**src/design/distributed_flow_shop_makespan_assert.svh**
```systemverilog
// assertion macros used by the flow shop makespan rtl
`ifndef DISTRIBUTED_FLOW_SHOP_MAKESPAN_ASSERT_SVH
`define DISTRIBUTED_FLOW_SHOP_MAKESPAN_ASSERT_SVH

// same-cycle implication, checked out of reset
`define DFSM_ASSERT_NOW(label, ante, cons, msg) \
    label: assert property (@(posedge i_clk) disable iff (!i_rst_n) (ante) |-> (cons)) \
        else $error(msg);

// next-cycle implication, checked out of reset
`define DFSM_ASSERT_NEXT(label, ante, cons, msg) \
    label: assert property (@(posedge i_clk) disable iff (!i_rst_n) (ante) |=> (cons)) \
        else $error(msg);

`endif

```
**src/design/dfsm_pkg.sv**
```systemverilog
// shared types and constants of the flow shop makespan block
`default_nettype none

package dfsm_pkg;

    localparam int ROW_W  = 32;
    localparam int PROC_W = 16;
    localparam int CFG_W  = 6;

    localparam logic KIND_TIME = 1'b0;
    localparam logic KIND_SEP  = 1'b1;

    typedef struct packed {
        logic wr;
        logic first;
        logic fwd;
        logic no_left;
    } t_row_ctl;

endpackage

`default_nettype wire

```
**src/design/dfsm_row_unit.sv**
```systemverilog
// completion row memory with forwarding and the saturating add-max
`default_nettype none

module dfsm_row_unit #(
    parameter  int DEPTH  = 32,
    localparam int ADDR_W = (DEPTH > 1) ? $clog2(DEPTH) : 1
) (
    input  wire logic                         i_clk,
    input  wire logic                         i_rd_en,
    input  wire logic [ADDR_W-1:0]            i_rd_addr,
    input  wire logic [ADDR_W-1:0]            i_wr_addr,
    input  wire dfsm_pkg::t_row_ctl           i_ctl,
    input  wire logic [dfsm_pkg::PROC_W-1:0]  i_time,
    input  wire logic [dfsm_pkg::ROW_W-1:0]   i_left,
    output logic      [dfsm_pkg::ROW_W-1:0]   o_val,
    output logic                              o_sat
);

    logic [dfsm_pkg::ROW_W-1:0] r_mem [DEPTH];
    logic [dfsm_pkg::ROW_W-1:0] r_rd_q;
    logic [dfsm_pkg::ROW_W-1:0] r_fwd_val;

    logic [dfsm_pkg::ROW_W-1:0] up;
    logic [dfsm_pkg::ROW_W-1:0] left;
    logic [dfsm_pkg::ROW_W-1:0] base;
    logic [dfsm_pkg::ROW_W:0]   sum;

    always_ff @(posedge i_clk) begin
        if (i_rd_en) begin
            r_rd_q <= r_mem[i_rd_addr];
        end
        if (i_ctl.wr) begin
            r_mem[i_wr_addr] <= o_val;
            r_fwd_val        <= o_val;
        end
    end

    always_comb begin
        up    = i_ctl.first ? '0 : (i_ctl.fwd ? r_fwd_val : r_rd_q);
        left  = i_ctl.no_left ? '0 : i_left;
        base  = (left > up) ? left : up;
        sum   = {1'b0, base} + {{(dfsm_pkg::ROW_W + 1 - dfsm_pkg::PROC_W){1'b0}}, i_time};
        o_sat = sum[dfsm_pkg::ROW_W];
        o_val = o_sat ? '1 : sum[dfsm_pkg::ROW_W-1:0];
    end

endmodule

`default_nettype wire

```
**src/design/distributed_flow_shop_makespan.sv**
```systemverilog
// Distributed permutation flow shop makespan engine. Items stream in one per clock
// cycle, sustained, with no bubbles between jobs, machines or factories. Each item is
// accepted into a decode stage that picks the machine slot and issues a read of the
// completion row memory; the evaluate stage then applies time + max(left, up) with
// saturation and writes the row entry back, so the registered row memory read and the
// single add-max stage set the rate. When the same row entry is read and written in
// consecutive cycles (a single-machine shop) the fresh value is forwarded. The result
// for an end-of-sequence item is captured when that item leaves the evaluate stage and
// is held in an output register, so input keeps flowing while it waits; only a
// further end-of-sequence item stalls behind an untaken result. The row memory needs
// no clearing after reset. Write num_machines only while the block is idle.
`default_nettype none
`include "distributed_flow_shop_makespan_assert.svh"

module distributed_flow_shop_makespan #(
    parameter int MAX_MACHINES = 32,
    parameter int TIME_BITS    = 16
) (
    input  wire logic                         i_clk,
    input  wire logic                         i_rst_n,
    input  wire logic                         i_cfg_valid,
    output logic                              o_cfg_ready,
    input  wire logic [dfsm_pkg::CFG_W-1:0]   i_cfg_data,
    input  wire logic                         i_in_valid,
    output logic                              o_in_ready,
    input  wire logic                         i_kind,
    input  wire logic [dfsm_pkg::PROC_W-1:0]  i_proc_time,
    input  wire logic                         i_end_of_sequence,
    output logic                              o_out_valid,
    input  wire logic                         i_out_ready,
    output logic      [dfsm_pkg::ROW_W-1:0]   o_makespan,
    output logic                              o_overflow
);

    localparam int IDX_W = (MAX_MACHINES > 1) ? $clog2(MAX_MACHINES) : 1;
    localparam int CNT_B = $clog2(MAX_MACHINES + 1);
    localparam int CW    = (CNT_B > dfsm_pkg::CFG_W) ? CNT_B : dfsm_pkg::CFG_W;
    localparam logic [CW-1:0] MAX_M = CW'(MAX_MACHINES);
    localparam logic [dfsm_pkg::PROC_W-1:0] TIME_MASK =
        (TIME_BITS >= dfsm_pkg::PROC_W) ? '1 : dfsm_pkg::PROC_W'((1 << TIME_BITS) - 1);

    // configuration and decode state
    logic [dfsm_pkg::CFG_W-1:0] r_num_machines;
    logic [IDX_W-1:0]           r_machine_index;
    logic                       r_first_job;

    // evaluate stage
    logic                        r_s1_valid;
    logic                        r_s1_kind;
    logic                        r_s1_eos;
    logic [dfsm_pkg::PROC_W-1:0] r_s1_time;
    logic [IDX_W-1:0]            r_s1_j;
    logic                        r_s1_first;
    logic                        r_s1_last;
    logic                        r_s1_fwd;

    // value state
    logic [dfsm_pkg::ROW_W-1:0] r_left;
    logic [dfsm_pkg::ROW_W-1:0] r_last_fin;
    logic [dfsm_pkg::ROW_W-1:0] r_best;
    logic                       r_ovf;
    logic [dfsm_pkg::ROW_W-1:0] n_left;
    logic [dfsm_pkg::ROW_W-1:0] n_last_fin;
    logic [dfsm_pkg::ROW_W-1:0] n_best;
    logic                       n_ovf;
    logic [dfsm_pkg::ROW_W-1:0] n_result;

    // result register
    logic                       r_out_valid;
    logic [dfsm_pkg::ROW_W-1:0] r_makespan;
    logic                       r_overflow;

    logic [CW-1:0]      used_m;
    logic [CW-1:0]      last_m;
    logic               at_last;
    logic [IDX_W-1:0]   cur_j;
    logic               in_acc;
    logic               s1_fire;
    logic               s1_wr;
    dfsm_pkg::t_row_ctl row_ctl;
    logic [dfsm_pkg::ROW_W-1:0] row_val;
    logic                       row_sat;

    always_comb begin
        priority if (r_num_machines == '0) begin
            used_m = CW'(1);
        end else if (CW'(r_num_machines) > MAX_M) begin
            used_m = MAX_M;
        end else begin
            used_m = CW'(r_num_machines);
        end
        last_m  = used_m - CW'(1);
        at_last = CW'(r_machine_index) >= last_m;
        cur_j   = at_last ? last_m[IDX_W-1:0] : r_machine_index;
    end

    assign s1_fire     = r_s1_valid && (!r_s1_eos || !r_out_valid || i_out_ready);
    assign s1_wr       = s1_fire && (r_s1_kind == dfsm_pkg::KIND_TIME);
    assign o_in_ready  = !r_s1_valid || s1_fire;
    assign in_acc      = i_in_valid && o_in_ready;
    assign o_cfg_ready = 1'b1;

    always_ff @(posedge i_clk) begin
        if (!i_rst_n) begin
            r_num_machines <= dfsm_pkg::CFG_W'(1);
        end else if (i_cfg_valid) begin
            r_num_machines <= i_cfg_data;
        end
    end

    // decode stage: machine slot and row read
    always_ff @(posedge i_clk) begin
        if (!i_rst_n) begin
            r_machine_index <= '0;
            r_first_job     <= 1'b1;
            r_s1_valid      <= 1'b0;
        end else begin
            if (in_acc) begin
                r_s1_valid <= 1'b1;
                if (i_end_of_sequence || i_kind == dfsm_pkg::KIND_SEP) begin
                    r_machine_index <= '0;
                    r_first_job     <= 1'b1;
                end else if (at_last) begin
                    r_machine_index <= '0;
                    r_first_job     <= 1'b0;
                end else begin
                    r_machine_index <= r_machine_index + IDX_W'(1);
                end
            end else if (s1_fire) begin
                r_s1_valid <= 1'b0;
            end
        end
    end

    always_ff @(posedge i_clk) begin
        if (in_acc) begin
            r_s1_kind  <= i_kind;
            r_s1_eos   <= i_end_of_sequence;
            r_s1_time  <= i_proc_time & TIME_MASK;
            r_s1_j     <= cur_j;
            r_s1_first <= r_first_job;
            r_s1_last  <= at_last;
            r_s1_fwd   <= s1_wr && (r_s1_j == cur_j);
        end
    end

    assign row_ctl.wr      = s1_wr;
    assign row_ctl.first   = r_s1_first;
    assign row_ctl.fwd     = r_s1_fwd;
    assign row_ctl.no_left = (r_s1_j == '0);

    dfsm_row_unit #(
        .DEPTH (MAX_MACHINES)
    ) u_row (
        .i_clk     (i_clk),
        .i_rd_en   (in_acc),
        .i_rd_addr (cur_j),
        .i_wr_addr (r_s1_j),
        .i_ctl     (row_ctl),
        .i_time    (r_s1_time),
        .i_left    (r_left),
        .o_val     (row_val),
        .o_sat     (row_sat)
    );

    // evaluate stage: fold finishes
    always_comb begin
        n_left     = r_left;
        n_last_fin = r_last_fin;
        n_best     = r_best;
        n_ovf      = r_ovf;
        if (r_s1_kind == dfsm_pkg::KIND_TIME) begin
            n_ovf  = r_ovf | row_sat;
            n_left = r_s1_last ? '0 : row_val;
            if (r_s1_last) begin
                n_last_fin = row_val;
            end
        end else begin
            n_best     = (r_last_fin > r_best) ? r_last_fin : r_best;
            n_last_fin = '0;
            n_left     = '0;
        end
        n_result = (n_last_fin > n_best) ? n_last_fin : n_best;
    end

    always_ff @(posedge i_clk) begin
        if (!i_rst_n) begin
            r_left      <= '0;
            r_last_fin  <= '0;
            r_best      <= '0;
            r_ovf       <= 1'b0;
            r_out_valid <= 1'b0;
        end else begin
            if (s1_fire && r_s1_eos) begin
                r_out_valid <= 1'b1;
            end else if (i_out_ready) begin
                r_out_valid <= 1'b0;
            end
            if (s1_fire) begin
                if (r_s1_eos) begin
                    r_left     <= '0;
                    r_last_fin <= '0;
                    r_best     <= '0;
                    r_ovf      <= 1'b0;
                end else begin
                    r_left     <= n_left;
                    r_last_fin <= n_last_fin;
                    r_best     <= n_best;
                    r_ovf      <= n_ovf;
                end
            end
        end
    end

    always_ff @(posedge i_clk) begin
        if (s1_fire && r_s1_eos) begin
            r_makespan <= n_result;
            r_overflow <= n_ovf;
        end
    end

    assign o_out_valid = r_out_valid;
    assign o_makespan  = r_makespan;
    assign o_overflow  = r_overflow;

    `DFSM_ASSERT_NOW(a_ready_when_empty, !r_s1_valid, o_in_ready, "input stalled with empty stage")
    `DFSM_ASSERT_NOW(a_result_from_eos, $rose(r_out_valid), $past(s1_fire && r_s1_eos),
        "result without end of sequence")
    `DFSM_ASSERT_NEXT(a_clear_after_eos, s1_fire && r_s1_eos,
        r_best == '0 && r_last_fin == '0 && !r_ovf, "sequence state not cleared")

endmodule

`default_nettype wire
```
**config.mk**
```make
export PLATFORM = sky130hd
export DESIGN_NAME = distributed_flow_shop_makespan
export DESIGN_NICKNAME = d
export VERILOG_FILES = /design/src/design/dfsm_pkg.sv /design/src/design/dfsm_row_unit.sv /design/src/design/distributed_flow_shop_makespan.sv
export VERILOG_INCLUDE_DIRS = /design/src /design/src/design
export SDC_FILE = /design/constraint.sdc
export NUM_CORES = 2
export LEC_CHECK = 0
export BUFFER_PORTS_ARGS = -buffer_cell sky130_fd_sc_hd__buf_2
export CAP_MARGIN = 40
export CORE_UTILIZATION = 45
export DETAILED_ROUTE_END_ITERATION = 7
export PLACE_DENSITY = 0.69
export SYNTH_ARGS = -nofsm -noshare
export SYNTH_HDL_FRONTEND = slang
export SYNTH_SLANG_ARGS = --single-unit
```
**constraint.sdc**
```tcl
create_clock -name i_clk -period 10.15 [get_ports i_clk]
set_clock_uncertainty 0.2 [all_clocks]
set_input_delay 0.5075 -clock i_clk [delete_from_list [all_inputs] [get_ports i_clk]]
set_output_delay 0.5075 -clock i_clk [all_outputs]
set_load 0.05 [all_outputs]
```
# [Yosys cells after proc, flatten, opt, wreduce, memory -nomap -nowiden]
# Memory sizes are Yosys's and may differ from the RTL's. A register that Yosys moved wholly into a read port is not among the register bits.
# Index checks and enable logic that the tools add are counted.
[classes] reduce_logical=18 addsub=3 n_lt_le_gt_ge=5 muxes=30 bitwise=2 n_eq_ne=1
[op_table] cell="32-bit two-way mux" count=15
[op_table] cell="32-bit > comparator" count=3
[op_table] cell="32-bit by 16-bit adder with 33-bit output" count=1
[op_table] cell="5-bit two-way mux" count=3
[op_table] cell="6-bit two-way mux" count=2
[op_table] cell="1-bit two-way mux" count=10
[op_table] cell="5-bit by 6-bit >= comparator with 1-bit output" count=1
[op_table] cell="6-bit > comparator (second input constant)" count=1
[op_table] cell="6-bit zero test" count=1
[op_table] cell="2-bit nonzero test" count=3
[op_table] cell="6-bit by 1-bit subtractor with 6-bit output (second input constant)" count=1
[op_table] cell="5-bit by 1-bit adder with 5-bit output (second input constant)" count=1
[op_table] cell="5-bit equality test" count=1
[op_table] cell="1-bit logical AND" count=5
[op_table] cell="5-bit zero test" count=1
[op_table] cell="1-bit logical OR" count=4
[op_table] cell="1-bit zero test" count=3
[op_table] cell="2-bit AND reduction" count=1
[op_table] cell="1-bit inverter" count=1
[op_table] cell="1-bit bitwise OR" count=1
[word_totals] ff_bits=202 out_inout_bits=36 ramBits=1024 mem_count=1
[memory_table] name="u_row.r_mem" words=32 width=32 rd=1 rd_clocked_by_memory_dff=1 wr=1 line="dfsm_row_unit.sv:19" rtl="logic [dfsm_pkg::ROW_W-1:0] r_mem [DEPTH];"

# [Depth between registers and ports, before layout]
[depth] depth_word=10 depth_mapped=44 mapped_depth_nobuf=34

# [Modules after synthesis]
# Synthesis repeated with hierarchy kept, for this count alone.
[unflattened] cells_unflattened=2978 area_unflattened_um2=53352.4
[by_module_without_submodules] mod="dfsm_row_unit" cells_per_inst=2062 instances=1 area_each_um2=44257.4
[by_module_without_submodules] mod="distributed_flow_shop_makespan" cells_per_inst=916 instances=1 area_each_um2=9095.0

# [Worst setup path before layout]
# No wires, ideal clock.
[synth_path] kind="register -> register" start="register r_s1_fwd" end="register r_makespan, in the netlist o_makespan[16], data pin" synth_period_minus_slack_ps=8897 required_ps=9694 stages_incl_launch_ff=39 t_arrival_ps=8441 setup_ps=256 setup_slack_ps=1253 n_path_buf=9 cell_sequence="edfxtp_1 > buf_2 > buf_4 > buf_2 > buf_1 > mux2i_1 > or2_2 > ha_1 > nand4_1 > nor4_1 > nand2_1 > o21a_1 > nor2_2 > buf_2 > buf_2 > o21ai_0 > ha_1 > inv_1 > [... 3 more ...] > o41ai_1 > a21oi_2 > or2_1 > buf_2 > a31oi_4 > nand2_1 > o21a_1 > ha_1 > a21o_1 > a21o_1 > a21oi_1 > o21ai_0 > and3_1 > nor3_1 > a21oi_1 > clkbuf_1 > clkbuf_1 > a31o_2"
[synth_via] elab_chain_len=10
[synth_rtl] item="start: declaration" line="distributed_flow_shop_makespan.sv:55" rtl="logic r_s1_fwd;"
[synth_rtl] item="start signal: assignment" line="distributed_flow_shop_makespan.sv:143" rtl="r_s1_fwd <= s1_wr && (r_s1_j == cur_j);"
[synth_rtl] item="32-bit two-way mux (*) (2 in a row)" line="dfsm_row_unit.sv:39" rtl="up = i_ctl.first ? '0 : (i_ctl.fwd ? r_fwd_val : r_rd_q);"
[synth_rtl] item="32-bit > comparator" line="dfsm_row_unit.sv:41" rtl="base = (left > up) ? left : up;"
[synth_rtl] item="32-bit two-way mux (*)" line="dfsm_row_unit.sv:41"
[synth_rtl] item="32-bit by 16-bit adder with 33-bit output (*)" line="dfsm_row_unit.sv:42" rtl="sum = {1'b0, base} + {{(dfsm_pkg::ROW_W + 1 - dfsm_pkg::PROC_W){1'b0}}, i_time};"
[synth_rtl] item="32-bit two-way mux (*)" line="dfsm_row_unit.sv:44" rtl="o_val = o_sat ? '1 : sum[dfsm_pkg::ROW_W-1:0];"
[synth_rtl] item="via row_val, one bit" line="distributed_flow_shop_makespan.sv:81" rtl="logic [dfsm_pkg::ROW_W-1:0] row_val;"
[synth_rtl] item="32-bit two-way mux (*)" line="distributed_flow_shop_makespan.sv:175" rtl="if (r_s1_last) begin"
[synth_rtl] item="32-bit two-way mux (*)" line="distributed_flow_shop_makespan.sv:172" rtl="if (r_s1_kind == dfsm_pkg::KIND_TIME) begin"
[synth_rtl] item="32-bit > comparator (*)" line="distributed_flow_shop_makespan.sv:183" rtl="n_result = (n_last_fin > n_best) ? n_last_fin : n_best;"
[synth_rtl] item="32-bit two-way mux (*)" line="distributed_flow_shop_makespan.sv:183"
[synth_rtl] item="via n_result, one bit" line="distributed_flow_shop_makespan.sv:66" rtl="logic [dfsm_pkg::ROW_W-1:0] n_result;"
[synth_rtl] item="end signal: assignment" line="distributed_flow_shop_makespan.sv:217" rtl="r_makespan <= n_result;"
[synth_rtl] item="end: declaration" line="distributed_flow_shop_makespan.sv:70" rtl="logic [dfsm_pkg::ROW_W-1:0] r_makespan;"
# The timed path passes the listed nets; every way through them passes the cells marked *.
# A chain may end at the register's enable or synchronous reset.

# [Final worst setup path]
[layout_path] start="register r_s1_j[4]" end="register r_makespan, in the netlist o_makespan[31], data pin"
[layout_via] elab_chain_len=10
[layout_rtl] item="start: declaration" line="distributed_flow_shop_makespan.sv:52" rtl="logic [IDX_W-1:0] r_s1_j;"
[layout_rtl] item="start signal: assignment" line="distributed_flow_shop_makespan.sv:140" rtl="r_s1_j <= cur_j;"
[layout_rtl] item="5-bit zero test (*)" line="distributed_flow_shop_makespan.sv:150" rtl="assign row_ctl.no_left = (r_s1_j == '0);"
[layout_rtl] item="32-bit two-way mux (*)" line="dfsm_row_unit.sv:40" rtl="left = i_ctl.no_left ? '0 : i_left;"
[layout_rtl] item="32-bit > comparator" line="dfsm_row_unit.sv:41"
[layout_rtl] item="32-bit two-way mux (*)" line="dfsm_row_unit.sv:41"
[layout_rtl] item="32-bit by 16-bit adder with 33-bit output (*)" line="dfsm_row_unit.sv:42"
[layout_rtl] item="32-bit two-way mux (*)" line="dfsm_row_unit.sv:44"
[layout_rtl] item="32-bit two-way mux (*)" line="distributed_flow_shop_makespan.sv:175"
[layout_rtl] item="32-bit two-way mux (*)" line="distributed_flow_shop_makespan.sv:172"
[layout_rtl] item="32-bit > comparator" line="distributed_flow_shop_makespan.sv:183"
[layout_rtl] item="32-bit two-way mux (*)" line="distributed_flow_shop_makespan.sv:183"
[layout_rtl] item="via n_result, one bit" line="distributed_flow_shop_makespan.sv:66"
# Marks and branches as above.

==> run summary <==
The flow ran to the end, and the final reports show no timing, DRC or antenna violations. The worst path required time came out at about 10,000 ps. The cell area after technology mapping is 0.0542 mm2. The number of antenna cells inserted is 0. The critical path data arrival time is ~9800 ps.

Summing the areas of all and, or, nand and nor instances in the mapped netlist gives between 10% and 20% of the synthesized area. Relative to the synthesized area, the layout overhead comes to 14.3%. Summing the areas of all compound-gate instances in the mapped netlist gives between 10 and 15% of the synthesized area. The highest ir drop seen on vdd came out at around 0.17 mV. The family with the most delay on the worst path is compound AO/OA/AOI/OAI gates. The worst setup path is launched from a flop. The DRC violation count after routing came out at 0. The die area is 0.122 mm2. The number of buffer and inverter stages on the critical path came out at 6. The fraction of synthesized cell area taken by the top area cell type came out at a little under two thirds.

The highest clock frequency the design can meet came out at 0.105 GHz. The initialized floorplan defines 126 standard-cell rows. In this run the tool buffered the top-level ports with 63 buffer cells. The core region is about 0.12 mm2.

The vias per cell is 6.14. The number of distinct standard cells referenced by the synthesized netlist came out at 80. By area, the combinational part of the netlist is dominated by compound AO/OA/AOI/OAI gates. The detailed-route wire length per cell is roughly 26 um. After layout, the minimum clock period comes to 9480 ps. The first routing iteration left between 4,000 and 5,000 violations. The CTS H-tree depth came out at 4. The endpoint identified for the worst register-to-register timing path is o_makespan[31].

The final estimated routing congestion in global placement is 0.960. The fraction of layout cells with a size suffix above 1 came out at between 10% and 20%. The number of max-capacitance violations reported is 0.

The worst setup margin came out at ~670 ps. The starting density of the core came out at 45.7%. The height of the die came out at between 300 and 400 um. The fraction of synthesized area in multiplexers is between 1.5 and 2%.

The total CTS buffers came out at 130. Adding up every negative setup slack in the final design gives 0 ps. A synthesized cell averages around 13 um2. The initial antenna violation count came to 1. The clock slew at the register clock pins of the worst setup and hold paths came out at roughly 70 ps.

Headroom to the max-slew limit came out at roughly 28%. The highest net fanout along the worst path is 26. After legalization and detailed placement, the total HPWL measured between 80 and 90 mm. The share of the yosys chip area belonging to registers came out at 67.6%.

The number of sinks handled by clock tree synthesis came out at ~1,300. The largest individual stage delay along the critical path comes from the cell sky130_fd_sc_hd__edfxtp_1. Sorting the synthesized cells by area gives the leading types as sky130_fd_sc_hd__edfxtp_1, sky130_fd_sc_hd__nand2_1, sky130_fd_sc_hd__dfxtp_1. The later pin in the worst-skew pair is clocked with a latency of approximately 750 ps.

Setup repair after global routing left no endpoint under its margin. The area share of fa/ha/maj cells after synthesis came out at 2.78%. The most frequent standard cell in the layout excluding fill and tap cells is sky130_fd_sc_hd__edfxtp_1.

The first element of the critical path is r_s1_j[4]. The timing endpoint of the critical path is o_makespan[31]. The critical path start-end classification is reg2reg. The placement-stage worst setup slack came out at about 620 ps. The global-route congestion overflow total came out at 0. The first-pass GRT wire length came out at 228 mm. The worst min-delay path class is in2reg.

The maximum number of pins on one net before global-route repair came out at approximately 190. The cell sitting at the root of the clock tree is a sky130_fd_sc_hd__clkbuf_16. The fraction of the cycle the final worst path needs is 93.4%. In this run the number of cells on the critical path is 37. The number of nets in the layout came out at about 4,500. The cell type with the largest total area after synthesis is sky130_fd_sc_hd__edfxtp_1. The critical path's most frequent cell is sky130_fd_sc_hd__buf_4. Counting every net in the synthesized netlist gives about 4,400.

The biggest cell delay along the critical path came out at approximately 530 ps. The total leakage power came out at around 22 nW. The top flip-flop cell by instance count after synthesis is sky130_fd_sc_hd__edfxtp_1. The post-synthesis xor/xnor area fraction came out at less than 1%.

The global-route usage over all layers is around a quarter. The number of enable-type register cells in the synthesized netlist came out at around 1,100. The count of warnings emitted by yosys is 0. The die outline width is 349 um. The worst setup path is captured at a flop. The reg2reg setup slack is 670 ps. Setup violations remaining at the end of the flow were counted as 0.

At the pin with the least slew margin, the transition time is approximately 1100 ps. The gate count of the mapped netlist came out at about 4,200. In this run the power density over the cells is between 200 and 250 mW/mm2. TritonCTS built the clock tree. The maximum number of buffers from clock root to sink is 3. The number of top-level design ports is between 60 and 70.

The library cells used most frequently in the layout, excluding fill and tap cells, are sky130_fd_sc_hd__edfxtp_1, sky130_fd_sc_hd__nand2_1, sky130_fd_sc_hd__a211oi_1, sky130_fd_sc_hd__and3_1, sky130_fd_sc_hd__a31oi_1. The total via count in the routed design is between 30,000 and 40,000. The final wirelength came out at between 150 and 200 mm.

The number of cells on the worst reg-to-reg path is 37. The remaining antenna violation count after routing came out at 0. The register bit count reported by yosys came out at between 1,000 and 1,500. The startpoint identified for the worst register-to-register timing path is r_s1_j[4]. The total count of hold-check failures in the final report is 0. The final-report max-slew violation count is 0.

The count of TritonRoute iterations in the first routing pass came out at 6. For this run, asynchronously set or reset flops after synthesis account for 0%. The via count of the first global-routing pass came out at 35,100. The final core utilization came out at roughly 52%.
## synthesized netlist by cell type, types with 35 or more instances
cell type / instances
sky130_fd_sc_hd__edfxtp_1: 1147
sky130_fd_sc_hd__nand2_1: 617
sky130_fd_sc_hd__a211oi_1: 267
sky130_fd_sc_hd__a31oi_1: 263
sky130_fd_sc_hd__and3_1: 263
sky130_fd_sc_hd__clkbuf_1: 238
sky130_fd_sc_hd__o22ai_1: 144
sky130_fd_sc_hd__nor2_1: 136
sky130_fd_sc_hd__ha_1: 119
sky130_fd_sc_hd__dfxtp_1: 111
sky130_fd_sc_hd__inv_1: 87
sky130_fd_sc_hd__mux2i_1: 83
sky130_fd_sc_hd__a21oi_1: 70
sky130_fd_sc_hd__o21ai_0: 70
sky130_fd_sc_hd__nor2b_1: 64
sky130_fd_sc_hd__a22oi_1: 51
sky130_fd_sc_hd__nor4_1: 44
sky130_fd_sc_hd__buf_2: 38
sky130_fd_sc_hd__nand3_1: 36
sky130_fd_sc_hd__and2_1: 35
## per-layer routing
metal,vias up,track usage [%],wire length [um]
met4,2,9.47,5170
li1,16400,-,-
met3,277,4.43,13400
met2,1763,38.9,70900
met5,-,0,13
met1,18400,35.1,65400
## worst register-to-register path, delay by kind of cell (launching register included)
| kind | cells | cell delay (ps) |
|---|---|---|
| adder cells (fa/ha/maj) | 4 | 1230 |
| buffers and inverters | 6 | 1250 |
| flip-flops | 1 | 530 |
| AO/OA/AOI/OAI | 15 | 3210 |
| AND/OR/NAND/NOR | 12 | 2850 |
## what timing repair did
item | CTS | global route
gates resized for setup | 0 | 3
setup buffers | 0 | 0
hold endpoints to repair | 31 | 0
setup endpoints to repair | 0 | 22
hold buffers | 33 | 0
## cell families (layout without fill, tap and decap cells)
kind of cell | count (synthesis) | after routing
and+or+nand+nor | 1305 | 1305
DFF | 1258 | 1258
AOI/OAI and AO/OA | 1024 | 1024
buffers and inverters | 392 | 567
adders and majority gates | 120 | 120
muxes | 90 | 90
xor gates and xnor gates | 42 | 42
other | 1 | 1
## worst min path at each step
stage | startpoint | endpoint | slack [ps] | cells past startpoint
2_1_floorplan | r_first_job | r_s1_first | 210 | 0
6_report | i_rst_n | r_num_machines[0] | 210 | 3
3_5_place_dp | r_first_job | r_s1_first | 240 | 0
5_1_grt | i_rst_n | r_num_machines[0] | 240 | 3
4_1_cts | i_rst_n | r_num_machines[0] | 170 | 3
3_3_place_gp | r_left[15] | r_left[15] | 250 | 1
## area by class of cell
cell class | count | area [um2]
repair buffers | 240 | 2250
multi-input cells | 2582 | 16400
flip-flops and latches | 1258 | 36700
clock buffers | 158 | 3460
inverters | 91 | 350
fillers | 9791 | 56700
well taps | 1600 | 2000
clock inverters | 78 | 852
## sequential cells by signal (all words and copies together) (netlist names), 5 cells and up
register / flops
r_num_machines: 6
u_row.r_mem: 1024
r_best: 32
u_row.r_rd_q: 32
r_s1_j: 5
u_row.r_fwd_val: 32
r_last_fin: 32
r_left: 32
r_s1_time: 16
r_machine_index: 5
o_makespan: 32
## power breakdown
part           internal (mW)  switching, mW  total (mW)
logic                  0.605           1.40        2.00
clock network           2.83           2.01        4.84
registers               5.88         0.0450        5.92
## stage by stage
stage	std cells	area, um2	hold slack [ps]	total power [mW]
after global placement	5701	56600	254	7.90
after CTS	6007	61900	167	12.8
final	6007	62000	211	12.8
after detailed placement	5738	57300	240	7.99
after floorplan	4232	54200	208	7.24
after global routing	6007	62000	239	13.1
No activity file was read; power rests on OpenSTA's default activity.
